$ cat config.mk
export PLATFORM = sky130hd
export DESIGN_NAME = utf8_validate_split_flat
export DESIGN_NICKNAME = d
export VERILOG_FILES = /design/src/hw/rtl/u8vs_pkg.sv /design/src/hw/rtl/u8vs_if.sv /design/src/hw/rtl/utf8_validate_split.sv /design/src/flat_wrapper.sv
export SDC_FILE = /design/constraint.sdc
export NUM_CORES = 1
export LEC_CHECK = 0
export ABC_AREA = 1
export BUFFER_PORTS_ARGS = -buffer_cell sky130_fd_sc_hd__buf_2
export CORE_UTILIZATION = 62
export CTS_BUF_LIST = sky130_fd_sc_hd__clkbuf_16
export DETAILED_ROUTE_END_ITERATION = 10
export PLACE_DENSITY = 0.84
export SLEW_MARGIN = 30
export SYNTH_ARGS = -nofsm -noshare
export SYNTH_HDL_FRONTEND = slang
export SYNTH_SLANG_ARGS = --single-unit
$ cat constraint.sdc
create_clock -name i_clk -period 6.9 [get_ports i_clk]
set_clock_uncertainty 0.1 [all_clocks]
set_input_delay 1.38 -clock i_clk [delete_from_list [all_inputs] [get_ports i_clk]]
set_output_delay 1.38 -clock i_clk [all_outputs]
set_load 0.03 [all_outputs]
$ cat src/hw/rtl/u8vs_pkg.sv
// Package: byte classes and range limits for the UTF-8 validator/splitter.
`timescale 1ns / 1ps
`default_nettype none
package u8vs_pkg;

    // Lead byte classes
    localparam logic [7:0] ASCII_MAX    = 8'h7F;
    localparam logic [7:0] LEAD2_MIN    = 8'hC2;
    localparam logic [7:0] LEAD2_MAX    = 8'hDF;
    localparam logic [7:0] LEAD3_MIN    = 8'hE0;
    localparam logic [7:0] LEAD3_MAX    = 8'hEF;
    localparam logic [7:0] LEAD4_MIN    = 8'hF0;
    localparam logic [7:0] LEAD4_MAX    = 8'hF4;

    // Leads that narrow the range of the second byte
    localparam logic [7:0] LEAD_E0      = 8'hE0;
    localparam logic [7:0] LEAD_ED      = 8'hED;
    localparam logic [7:0] LEAD_F0      = 8'hF0;
    localparam logic [7:0] LEAD_F4      = 8'hF4;

    // Continuation byte limits
    localparam logic [7:0] CONT_MIN     = 8'h80;
    localparam logic [7:0] CONT_MAX     = 8'hBF;
    localparam logic [7:0] E0_CONT_MIN  = 8'hA0;
    localparam logic [7:0] ED_CONT_MAX  = 8'h9F;
    localparam logic [7:0] F0_CONT_MIN  = 8'h90;
    localparam logic [7:0] F4_CONT_MAX  = 8'h8F;

    // Character lengths
    localparam logic [2:0] LEN_1        = 3'd1;
    localparam logic [2:0] LEN_2        = 3'd2;
    localparam logic [2:0] LEN_3        = 3'd3;
    localparam logic [2:0] LEN_4        = 3'd4;
    localparam logic [2:0] LEN_ERR      = 3'd0;

    // Continuation counts
    localparam logic [1:0] REM_NONE     = 2'd0;
    localparam logic [1:0] REM_ONE      = 2'd1;
    localparam logic [1:0] REM_TWO      = 2'd2;
    localparam logic [1:0] REM_THREE    = 2'd3;

    // Byte position of the second byte within a character
    localparam logic [1:0] POS_SECOND   = 2'd1;

endpackage
`default_nettype wire

$ cat src/hw/rtl/u8vs_if.sv
// Interfaces: valid/ready channels for input bytes and character results.
`timescale 1ns / 1ps
`default_nettype none
interface u8vs_in_if;
    logic       valid;
    logic       ready;
    logic [7:0] data_byte;
    logic       final_byte;

    modport source (output valid, output data_byte, output final_byte, input ready);
    modport sink   (input valid, input data_byte, input final_byte, output ready);
endinterface

interface u8vs_out_if;
    logic        valid;
    logic        ready;
    logic [31:0] unit_bytes;
    logic [2:0]  unit_length;
    logic        is_error;
    logic        is_last;

    modport source (output valid, output unit_bytes, output unit_length,
                    output is_error, output is_last, input ready);
    modport sink   (input valid, input unit_bytes, input unit_length,
                    input is_error, input is_last, output ready);
endinterface
`default_nettype wire

$ cat src/hw/rtl/utf8_validate_split.sv
// Top level: strict UTF-8 validator that splits a byte string into characters.
//
//  channel | dir | payload                                        | transfer
//  i_in    | in  | data_byte[7:0], final_byte                     | valid & ready
//  o_out   | out | unit_bytes[31:0], unit_length[2:0], is_error,  | valid & ready
//          |     | is_last                                        |
//
//  One byte per cycle sustained while results are taken; a byte's result passes
//  through the input register, then decode into the result register.
//  The decode state (gathered bytes, count, lead, error flag) updates as each
//  byte leaves the input register, so consecutive bytes flow without bubbles.
//  A stalled result register holds the input register; input ready drops only
//  while both are full and the result is not taken.
//  Reset is synchronous, active low, and returns the decode state to idle.
`timescale 1ns / 1ps
`default_nettype none
module utf8_validate_split (
    input  wire logic   i_clk,
    input  wire logic   i_rst_n,
    u8vs_in_if.sink     i_in,
    u8vs_out_if.source  o_out
);

    // Input register
    logic        r_in_valid;
    logic [7:0]  r_byte;
    logic        r_fin;

    // Decode state
    logic [23:0] r_gath, n_gath;
    logic [1:0]  r_rem, n_rem;
    logic [2:0]  r_seq, n_seq;
    logic [7:0]  r_lead, n_lead;
    logic        r_err, n_err;

    // Result register
    logic        r_out_valid;
    logic [31:0] r_out_bytes, n_out_bytes;
    logic [2:0]  r_out_len, n_out_len;
    logic        r_out_err, n_out_err;
    logic        r_out_last, n_out_last;
    logic        n_out_valid;

    logic        advance;
    logic        have_char;
    logic [1:0]  pos;
    logic [7:0]  lo;
    logic [7:0]  hi;
    logic [31:0] packed_val;

    // Move a byte into decode when the result register can take its result
    assign advance    = r_in_valid && (!r_out_valid || o_out.ready);
    assign i_in.ready = !r_in_valid || advance;

    // Capture the incoming byte
    always_ff @(posedge i_clk) begin
        if (!i_rst_n) begin
            r_in_valid <= 1'b0;
        end else if (i_in.ready) begin
            r_in_valid <= i_in.valid;
        end
        if (i_in.ready && i_in.valid) begin
            r_byte <= i_in.data_byte;
            r_fin  <= i_in.final_byte;
        end
    end

    // Work out the allowed range of the continuation byte
    always_comb begin
        pos = r_seq[1:0] - r_rem;
        lo  = u8vs_pkg::CONT_MIN;
        hi  = u8vs_pkg::CONT_MAX;
        if (pos == u8vs_pkg::POS_SECOND) begin
            if (r_lead == u8vs_pkg::LEAD_E0) begin
                lo = u8vs_pkg::E0_CONT_MIN;
            end else if (r_lead == u8vs_pkg::LEAD_ED) begin
                hi = u8vs_pkg::ED_CONT_MAX;
            end else if (r_lead == u8vs_pkg::LEAD_F0) begin
                lo = u8vs_pkg::F0_CONT_MIN;
            end else if (r_lead == u8vs_pkg::LEAD_F4) begin
                hi = u8vs_pkg::F4_CONT_MAX;
            end
        end
        packed_val = {8'h00, r_gath} | ({24'h000000, r_byte} << {pos, 3'b000});
    end

    // Decode one byte: advance the sequence, flag errors, form the result
    always_comb begin
        n_gath      = r_gath;
        n_rem       = r_rem;
        n_seq       = r_seq;
        n_lead      = r_lead;
        n_err       = r_err;
        have_char   = 1'b0;
        n_out_bytes = 32'h0000_0000;
        n_out_len   = u8vs_pkg::LEN_ERR;
        n_out_err   = 1'b0;
        n_out_last  = 1'b0;

        if (!r_err) begin
            if (r_rem == u8vs_pkg::REM_NONE) begin
                unique case (r_byte) inside
                    [8'h00 : u8vs_pkg::ASCII_MAX]: begin
                        have_char   = 1'b1;
                        n_out_bytes = {24'h000000, r_byte};
                        n_out_len   = u8vs_pkg::LEN_1;
                    end
                    [u8vs_pkg::LEAD2_MIN : u8vs_pkg::LEAD2_MAX]: begin
                        n_seq  = u8vs_pkg::LEN_2;
                        n_rem  = u8vs_pkg::REM_ONE;
                        n_gath = {16'h0000, r_byte};
                        n_lead = r_byte;
                    end
                    [u8vs_pkg::LEAD3_MIN : u8vs_pkg::LEAD3_MAX]: begin
                        n_seq  = u8vs_pkg::LEN_3;
                        n_rem  = u8vs_pkg::REM_TWO;
                        n_gath = {16'h0000, r_byte};
                        n_lead = r_byte;
                    end
                    [u8vs_pkg::LEAD4_MIN : u8vs_pkg::LEAD4_MAX]: begin
                        n_seq  = u8vs_pkg::LEN_4;
                        n_rem  = u8vs_pkg::REM_THREE;
                        n_gath = {16'h0000, r_byte};
                        n_lead = r_byte;
                    end
                    default: begin
                        n_err = 1'b1;
                    end
                endcase
            end else if (r_byte < lo || r_byte > hi) begin
                n_err = 1'b1;
            end else if (r_rem == u8vs_pkg::REM_ONE) begin
                // Last continuation: emit the character and go idle
                have_char   = 1'b1;
                n_out_bytes = packed_val;
                n_out_len   = r_seq;
                n_rem       = u8vs_pkg::REM_NONE;
                n_gath      = 24'h000000;
                n_seq       = 3'd0;
                n_lead      = 8'h00;
            end else begin
                n_rem  = r_rem - 2'd1;
                n_gath = packed_val[23:0];
            end
        end

        n_out_valid = have_char || r_fin;

        // End of string: report the character or a single error, then clear
        if (r_fin) begin
            n_out_last = 1'b1;
            if (n_err || n_rem != u8vs_pkg::REM_NONE || !have_char) begin
                n_out_bytes = 32'h0000_0000;
                n_out_len   = u8vs_pkg::LEN_ERR;
                n_out_err   = 1'b1;
            end
            n_gath = 24'h000000;
            n_rem  = u8vs_pkg::REM_NONE;
            n_seq  = 3'd0;
            n_lead = 8'h00;
            n_err  = 1'b0;
        end
    end

    // Update decode state as each byte is consumed
    always_ff @(posedge i_clk) begin
        if (!i_rst_n) begin
            r_gath <= 24'h000000;
            r_rem  <= u8vs_pkg::REM_NONE;
            r_seq  <= 3'd0;
            r_lead <= 8'h00;
            r_err  <= 1'b0;
        end else if (advance) begin
            r_gath <= n_gath;
            r_rem  <= n_rem;
            r_seq  <= n_seq;
            r_lead <= n_lead;
            r_err  <= n_err;
        end
    end

    // Load or drain the result register
    always_ff @(posedge i_clk) begin
        if (!i_rst_n) begin
            r_out_valid <= 1'b0;
        end else if (advance) begin
            r_out_valid <= n_out_valid;
        end else if (o_out.ready) begin
            r_out_valid <= 1'b0;
        end
        if (advance && n_out_valid) begin
            r_out_bytes <= n_out_bytes;
            r_out_len   <= n_out_len;
            r_out_err   <= n_out_err;
            r_out_last  <= n_out_last;
        end
    end

    assign o_out.valid       = r_out_valid;
    assign o_out.unit_bytes  = r_out_bytes;
    assign o_out.unit_length = r_out_len;
    assign o_out.is_error    = r_out_err;
    assign o_out.is_last     = r_out_last;

    // A character in progress has had its lead, so its length exceeds the count left
    a_seq_covers_rem: assert property (@(posedge i_clk) disable iff (!i_rst_n)
        (!r_err && r_rem != u8vs_pkg::REM_NONE) |-> (r_seq > {1'b0, r_rem}))
        else $error("sequence length does not cover remaining continuations");

    // The final byte leaves the decoder idle for the next string
    a_final_clears: assert property (@(posedge i_clk) disable iff (!i_rst_n)
        (advance && r_fin) |=> (r_rem == u8vs_pkg::REM_NONE && !r_err))
        else $error("decode state not cleared after final byte");

    // An error result carries no character and closes the string
    a_error_form: assert property (@(posedge i_clk) disable iff (!i_rst_n)
        (r_out_valid && r_out_err) |->
            (r_out_len == u8vs_pkg::LEN_ERR && r_out_last && r_out_bytes == 32'h0000_0000))
        else $error("malformed error result");

endmodule
`default_nettype wire
$ cat src/flat_wrapper.sv
// flat-port wrapper written by rule: the top's interface ports become plain ports
module utf8_validate_split_flat 
  (i_clk, i_rst_n, i_in_valid, i_in_data_byte, i_in_final_byte, i_in_ready, o_out_valid, o_out_unit_bytes, o_out_unit_length, o_out_is_error, o_out_is_last, o_out_ready);
  u8vs_in_if i_in_i ();
  u8vs_out_if o_out_i ();
  input  wire logic i_clk;
  input  wire logic i_rst_n;
  input wire logic [$bits(i_in_i.valid)-1:0] i_in_valid;
  input wire logic [$bits(i_in_i.data_byte)-1:0] i_in_data_byte;
  input wire logic [$bits(i_in_i.final_byte)-1:0] i_in_final_byte;
  output wire logic [$bits(i_in_i.ready)-1:0] i_in_ready;
  output wire logic [$bits(o_out_i.valid)-1:0] o_out_valid;
  output wire logic [$bits(o_out_i.unit_bytes)-1:0] o_out_unit_bytes;
  output wire logic [$bits(o_out_i.unit_length)-1:0] o_out_unit_length;
  output wire logic [$bits(o_out_i.is_error)-1:0] o_out_is_error;
  output wire logic [$bits(o_out_i.is_last)-1:0] o_out_is_last;
  input wire logic [$bits(o_out_i.ready)-1:0] o_out_ready;
  assign i_in_i.valid = i_in_valid;
  assign i_in_i.data_byte = i_in_data_byte;
  assign i_in_i.final_byte = i_in_final_byte;
  assign i_in_ready = i_in_i.ready;
  assign o_out_valid = o_out_i.valid;
  assign o_out_unit_bytes = o_out_i.unit_bytes;
  assign o_out_unit_length = o_out_i.unit_length;
  assign o_out_is_error = o_out_i.is_error;
  assign o_out_is_last = o_out_i.is_last;
  assign o_out_i.ready = o_out_ready;
  utf8_validate_split u_core (.i_clk(i_clk), .i_rst_n(i_rst_n), .i_in(i_in_i), .o_out(o_out_i));
endmodule
==> run_results.csv <==
group,metric,value,unit
timing,layout_setup_ws,2.51,ns
outcome,outcome,"finished, violations left",
yosys,postSynthCellCount,501,
detailed_routing,detail_route.drc_violations,7,
detailed_routing,antenna_left,0,
power_and_ir_drop,power.share.switching,25.6,%
yosys,post-synth-top-count-cell,"inv_1",
clocking,clock_tree.root_cell,"clkbuf_16",
setup_path,endpoint_kind,"flop",
clocking,clkSinkCount,86,
timing,hold_viol_final,0,
floorplanning,core,6460,µm²
power_and_ir_drop,cellLeakagePower,2.01,nW
placement,place_congestion,0.892,
job,drv.max_cap_violation_count,0,
detailed_routing,vias,3541,
setup_path,reg2reg_slack,2.51,ns
detailed_routing,post_drt_wl_per_cell,15.2,µm
power_and_ir_drop,power.combinational.fraction,11.0,%
final_layout,drive_above_1_share,19.6,%
clocking,cts_inserted_buffers,9,
floorplanning,num_io_pins,52,
final_layout,diodes,0,
power_and_ir_drop,power_per_cell_area,250,nW/µm²
timing,finalSetupTns,0,ns
yosys,synth_edf_count,46,
final_layout,final-instance-count-excl-fill,629,
final_layout,design_area,4830,µm²
timing,final_worst_path_period_need,4.39,ns
floorplanning,floorplan.die.width,84.7,µm
global_route,grt_pass1_vias,3230,
global_route,grt_start_max_net_pins,38,
final_layout,synthToLayoutAreaGrowth,14.0,%
yosys,prevailing_post_synth_register_cell,"edfxtp_1",
power_and_ir_drop,seq_power_share,47.5,%
floorplanning,die_h,84.7,µm
clocking,ctsHoldBuffers,0,
clocking,clock_tree.htree_level_count,3,
yosys,synth_area_per_cell,8.46,µm²
clocking,path_clk_slew,0.07,ns
timing,timing.slew.headroom,56.4,%
timing,drv_slew,0,
placement,hpwlAfterDp,6500,µm
yosys,yosys_register_bits,86,
detailed_routing,dr.first_iter.drc_count,324,
outcome,violated_checks,"DRC",
floorplanning,initial_utilization,65.6,%
timing,final-setup-viol-count,0,
timing,timing_worst_slew_pin_value,0.655,ns
detailed_routing,number_of_search_and_repair_iterations_in_the_first_detailed_routing_pass,10,
yosys,synthesis.nets,520,
clocking,tritoncts,"done",
power_and_ir_drop,power_frac_clock,41.5,%
yosys,yosys.area.top_type_share,32.6,%
global_route,globalRouteOverflowTotal,0,
timing,hold_ws,0.354,ns
power_and_ir_drop,switching_power,310,µW
clocking,clk_latency,0.34,ns
final_layout,finalNetCount,566,
detailed_routing,viasPerCell,5.63,
setup_path,path_max_fanout,19,
yosys,post-synth-top-area-cell,"edfxtp_1",
setup_path,type_of_element_launching_the_critical_path,"flop",
power_and_ir_drop,worst_ir_drop_vdd,0.152,mV
power_and_ir_drop,internal_power,901,µW
yosys,synth.top_cells.by_area,"edfxtp_1, dfxtp_1, inv_1",
placement,post-place-ws,2.46,ns
final_layout,layout.core_utilization,74.9,%
setup_path,timing_worst_setup_path_type,"reg2reg",
floorplanning,rows,29,
placement,detailed_place.area,4510,µm²
global_route,grt_antenna_before_repair,0,
hold_path,min_path_type,"reg2reg",
placement,place.port_buffers,51,
clocking,gates_resized_cts_repair,0,
setup_path,worst_ep_arrival_time,4.48,ns
yosys,synth_top_cells_by_count,"inv_1, nand2_1, a21oi_1, edfxtp_1",
clocking,maximum_root_to_sink_buffer_count,2,
placement,dp_cells,613,
yosys,synth_cell_types,37,
power_and_ir_drop,p_total,1.21,mW
setup_path,cp.required,6.99,ns
yosys,mappedNetlistArea,4240,µm²
timing,fmax_achieved,228,MHz
global_route,grt_first_pass_wirelength,15600,µm
yosys,sequential_fraction_of_the_synthesis_area,51.5,%
yosys,synth-warning-count,0,
timing,rsz0062_at_grt,"no",
floorplanning,design.die.area,7170,µm²
detailed_routing,routed_wirelength,9550,µm
timing,post-route-period-util,63.7,%
global_route,grt_usage,28.3,%
yosys,ys_async_sr_fraction,0,%
clocking,post_cts_buffers,0,
worst paths after layout:
kind / to / startpoint / cells past startpoint
max reg2reg: u_core.r_gath[11]$_SDFFE_PN0P_ / u_core.r_seq[0]$_SDFFE_PN0P_ / 19
min: u_core.r_gath[7]$_SDFFE_PN0P_ / u_core.r_gath[7]$_SDFFE_PN0P_ / 2
max: u_core.r_gath[11]$_SDFFE_PN0P_ / u_core.r_seq[0]$_SDFFE_PN0P_ / 19
min reg2reg: u_core.r_gath[7]$_SDFFE_PN0P_ / u_core.r_gath[7]$_SDFFE_PN0P_ / 2
cell families after synthesis:
family	Yosys count	synth area share (%)
other	1	0.0885
AO/OA/AOI/OAI	94	13.0
AND/OR/NAND/NOR	213	24.1
adder cells (fa/ha/maj)	6	1.77
buffers and inverters	101	9.47
flip-flops	86	51.5
cells in the final DEF, fill, tap and decap left out, drive strengths merged:
master,count
inv,85
nand2,84
nor2,60
buf,52
a21oi,49
edfxtp,46
dfxtp,40
nand3,34
o21ai,27
or2,16
clkbuf,10
nor3,10
o21a,8
o31a,6
ha,6
nand4,5
nor4,3
clkinvlp,3
o21bai,2
a21o,1
or3,1
clkinv,1
o31ai,1
bufinv,1
conb,1
power by group through the flow:
stage / registers (mW) / logic [mW] / clock network, mW
6_report: 0.575 / 0.134 / 0.502
5_1_grt: 0.576 / 0.149 / 0.525
4_1_cts: 0.575 / 0.132 / 0.506
3_5_place_dp: 0.586 / 0.131 / 0
3_3_place_gp: 0.584 / 0.128 / 0
2_1_floorplan: 0.596 / 0.0843 / 0
layer usage:
metal | wire (µm) | track usage, %
met1 | 4190 | 39.2
met2 | 4260 | 44.1
met3 | 826 | 5.60
met4 | 273 | 11.2
met5 | 0 | 0
registers in the layout (all words and copies together), names as in the netlist:
| name | flops |
|---|---|
| u_core.o_out.is_last | 1 |
| u_core.o_out.unit_length | 3 |
| u_core.r_fin | 1 |
| u_core.r_rem | 2 |
| u_core.r_in_valid | 1 |
| u_core.r_seq | 3 |
| u_core.o_out.valid | 1 |
| u_core.o_out.is_error | 1 |
| u_core.r_err | 1 |
| u_core.r_gath | 24 |
| u_core.r_lead | 8 |
| u_core.o_out.unit_bytes | 32 |
| u_core.r_byte | 8 |
area by class of cell:
class                   instances  area, µm²
clock buffers                  10        250
fillers                       487       1620
inverters                      84        315
flip-flops and latches         86       2180
repair buffers                 52        263
multi-input cells             314       1660
clock inverters                 6       67.6
well taps                      77       96.3
critical path: stages (launching register included):
cell and delay (ns):
dfxtp_1 0.33, inv_1 0.06, ha_1 0.21, inv_1 0.05, nand2_1 0.07, nand2_1 0.09
nand2_2 0.06, nand2_4 0.12, inv_1 0.18, nor2_1 0.55, nand2_1 0.16, a21oi_1 0.15
ha_1 0.26, a21o_1 0.21, a21oi_4 0.26, a21oi_2 0.12, nand2_1 0.15, nand4_2 0.39
nand2_1 0.59, a21oi_1 0.12
Power figures use the tool's default switching activity.
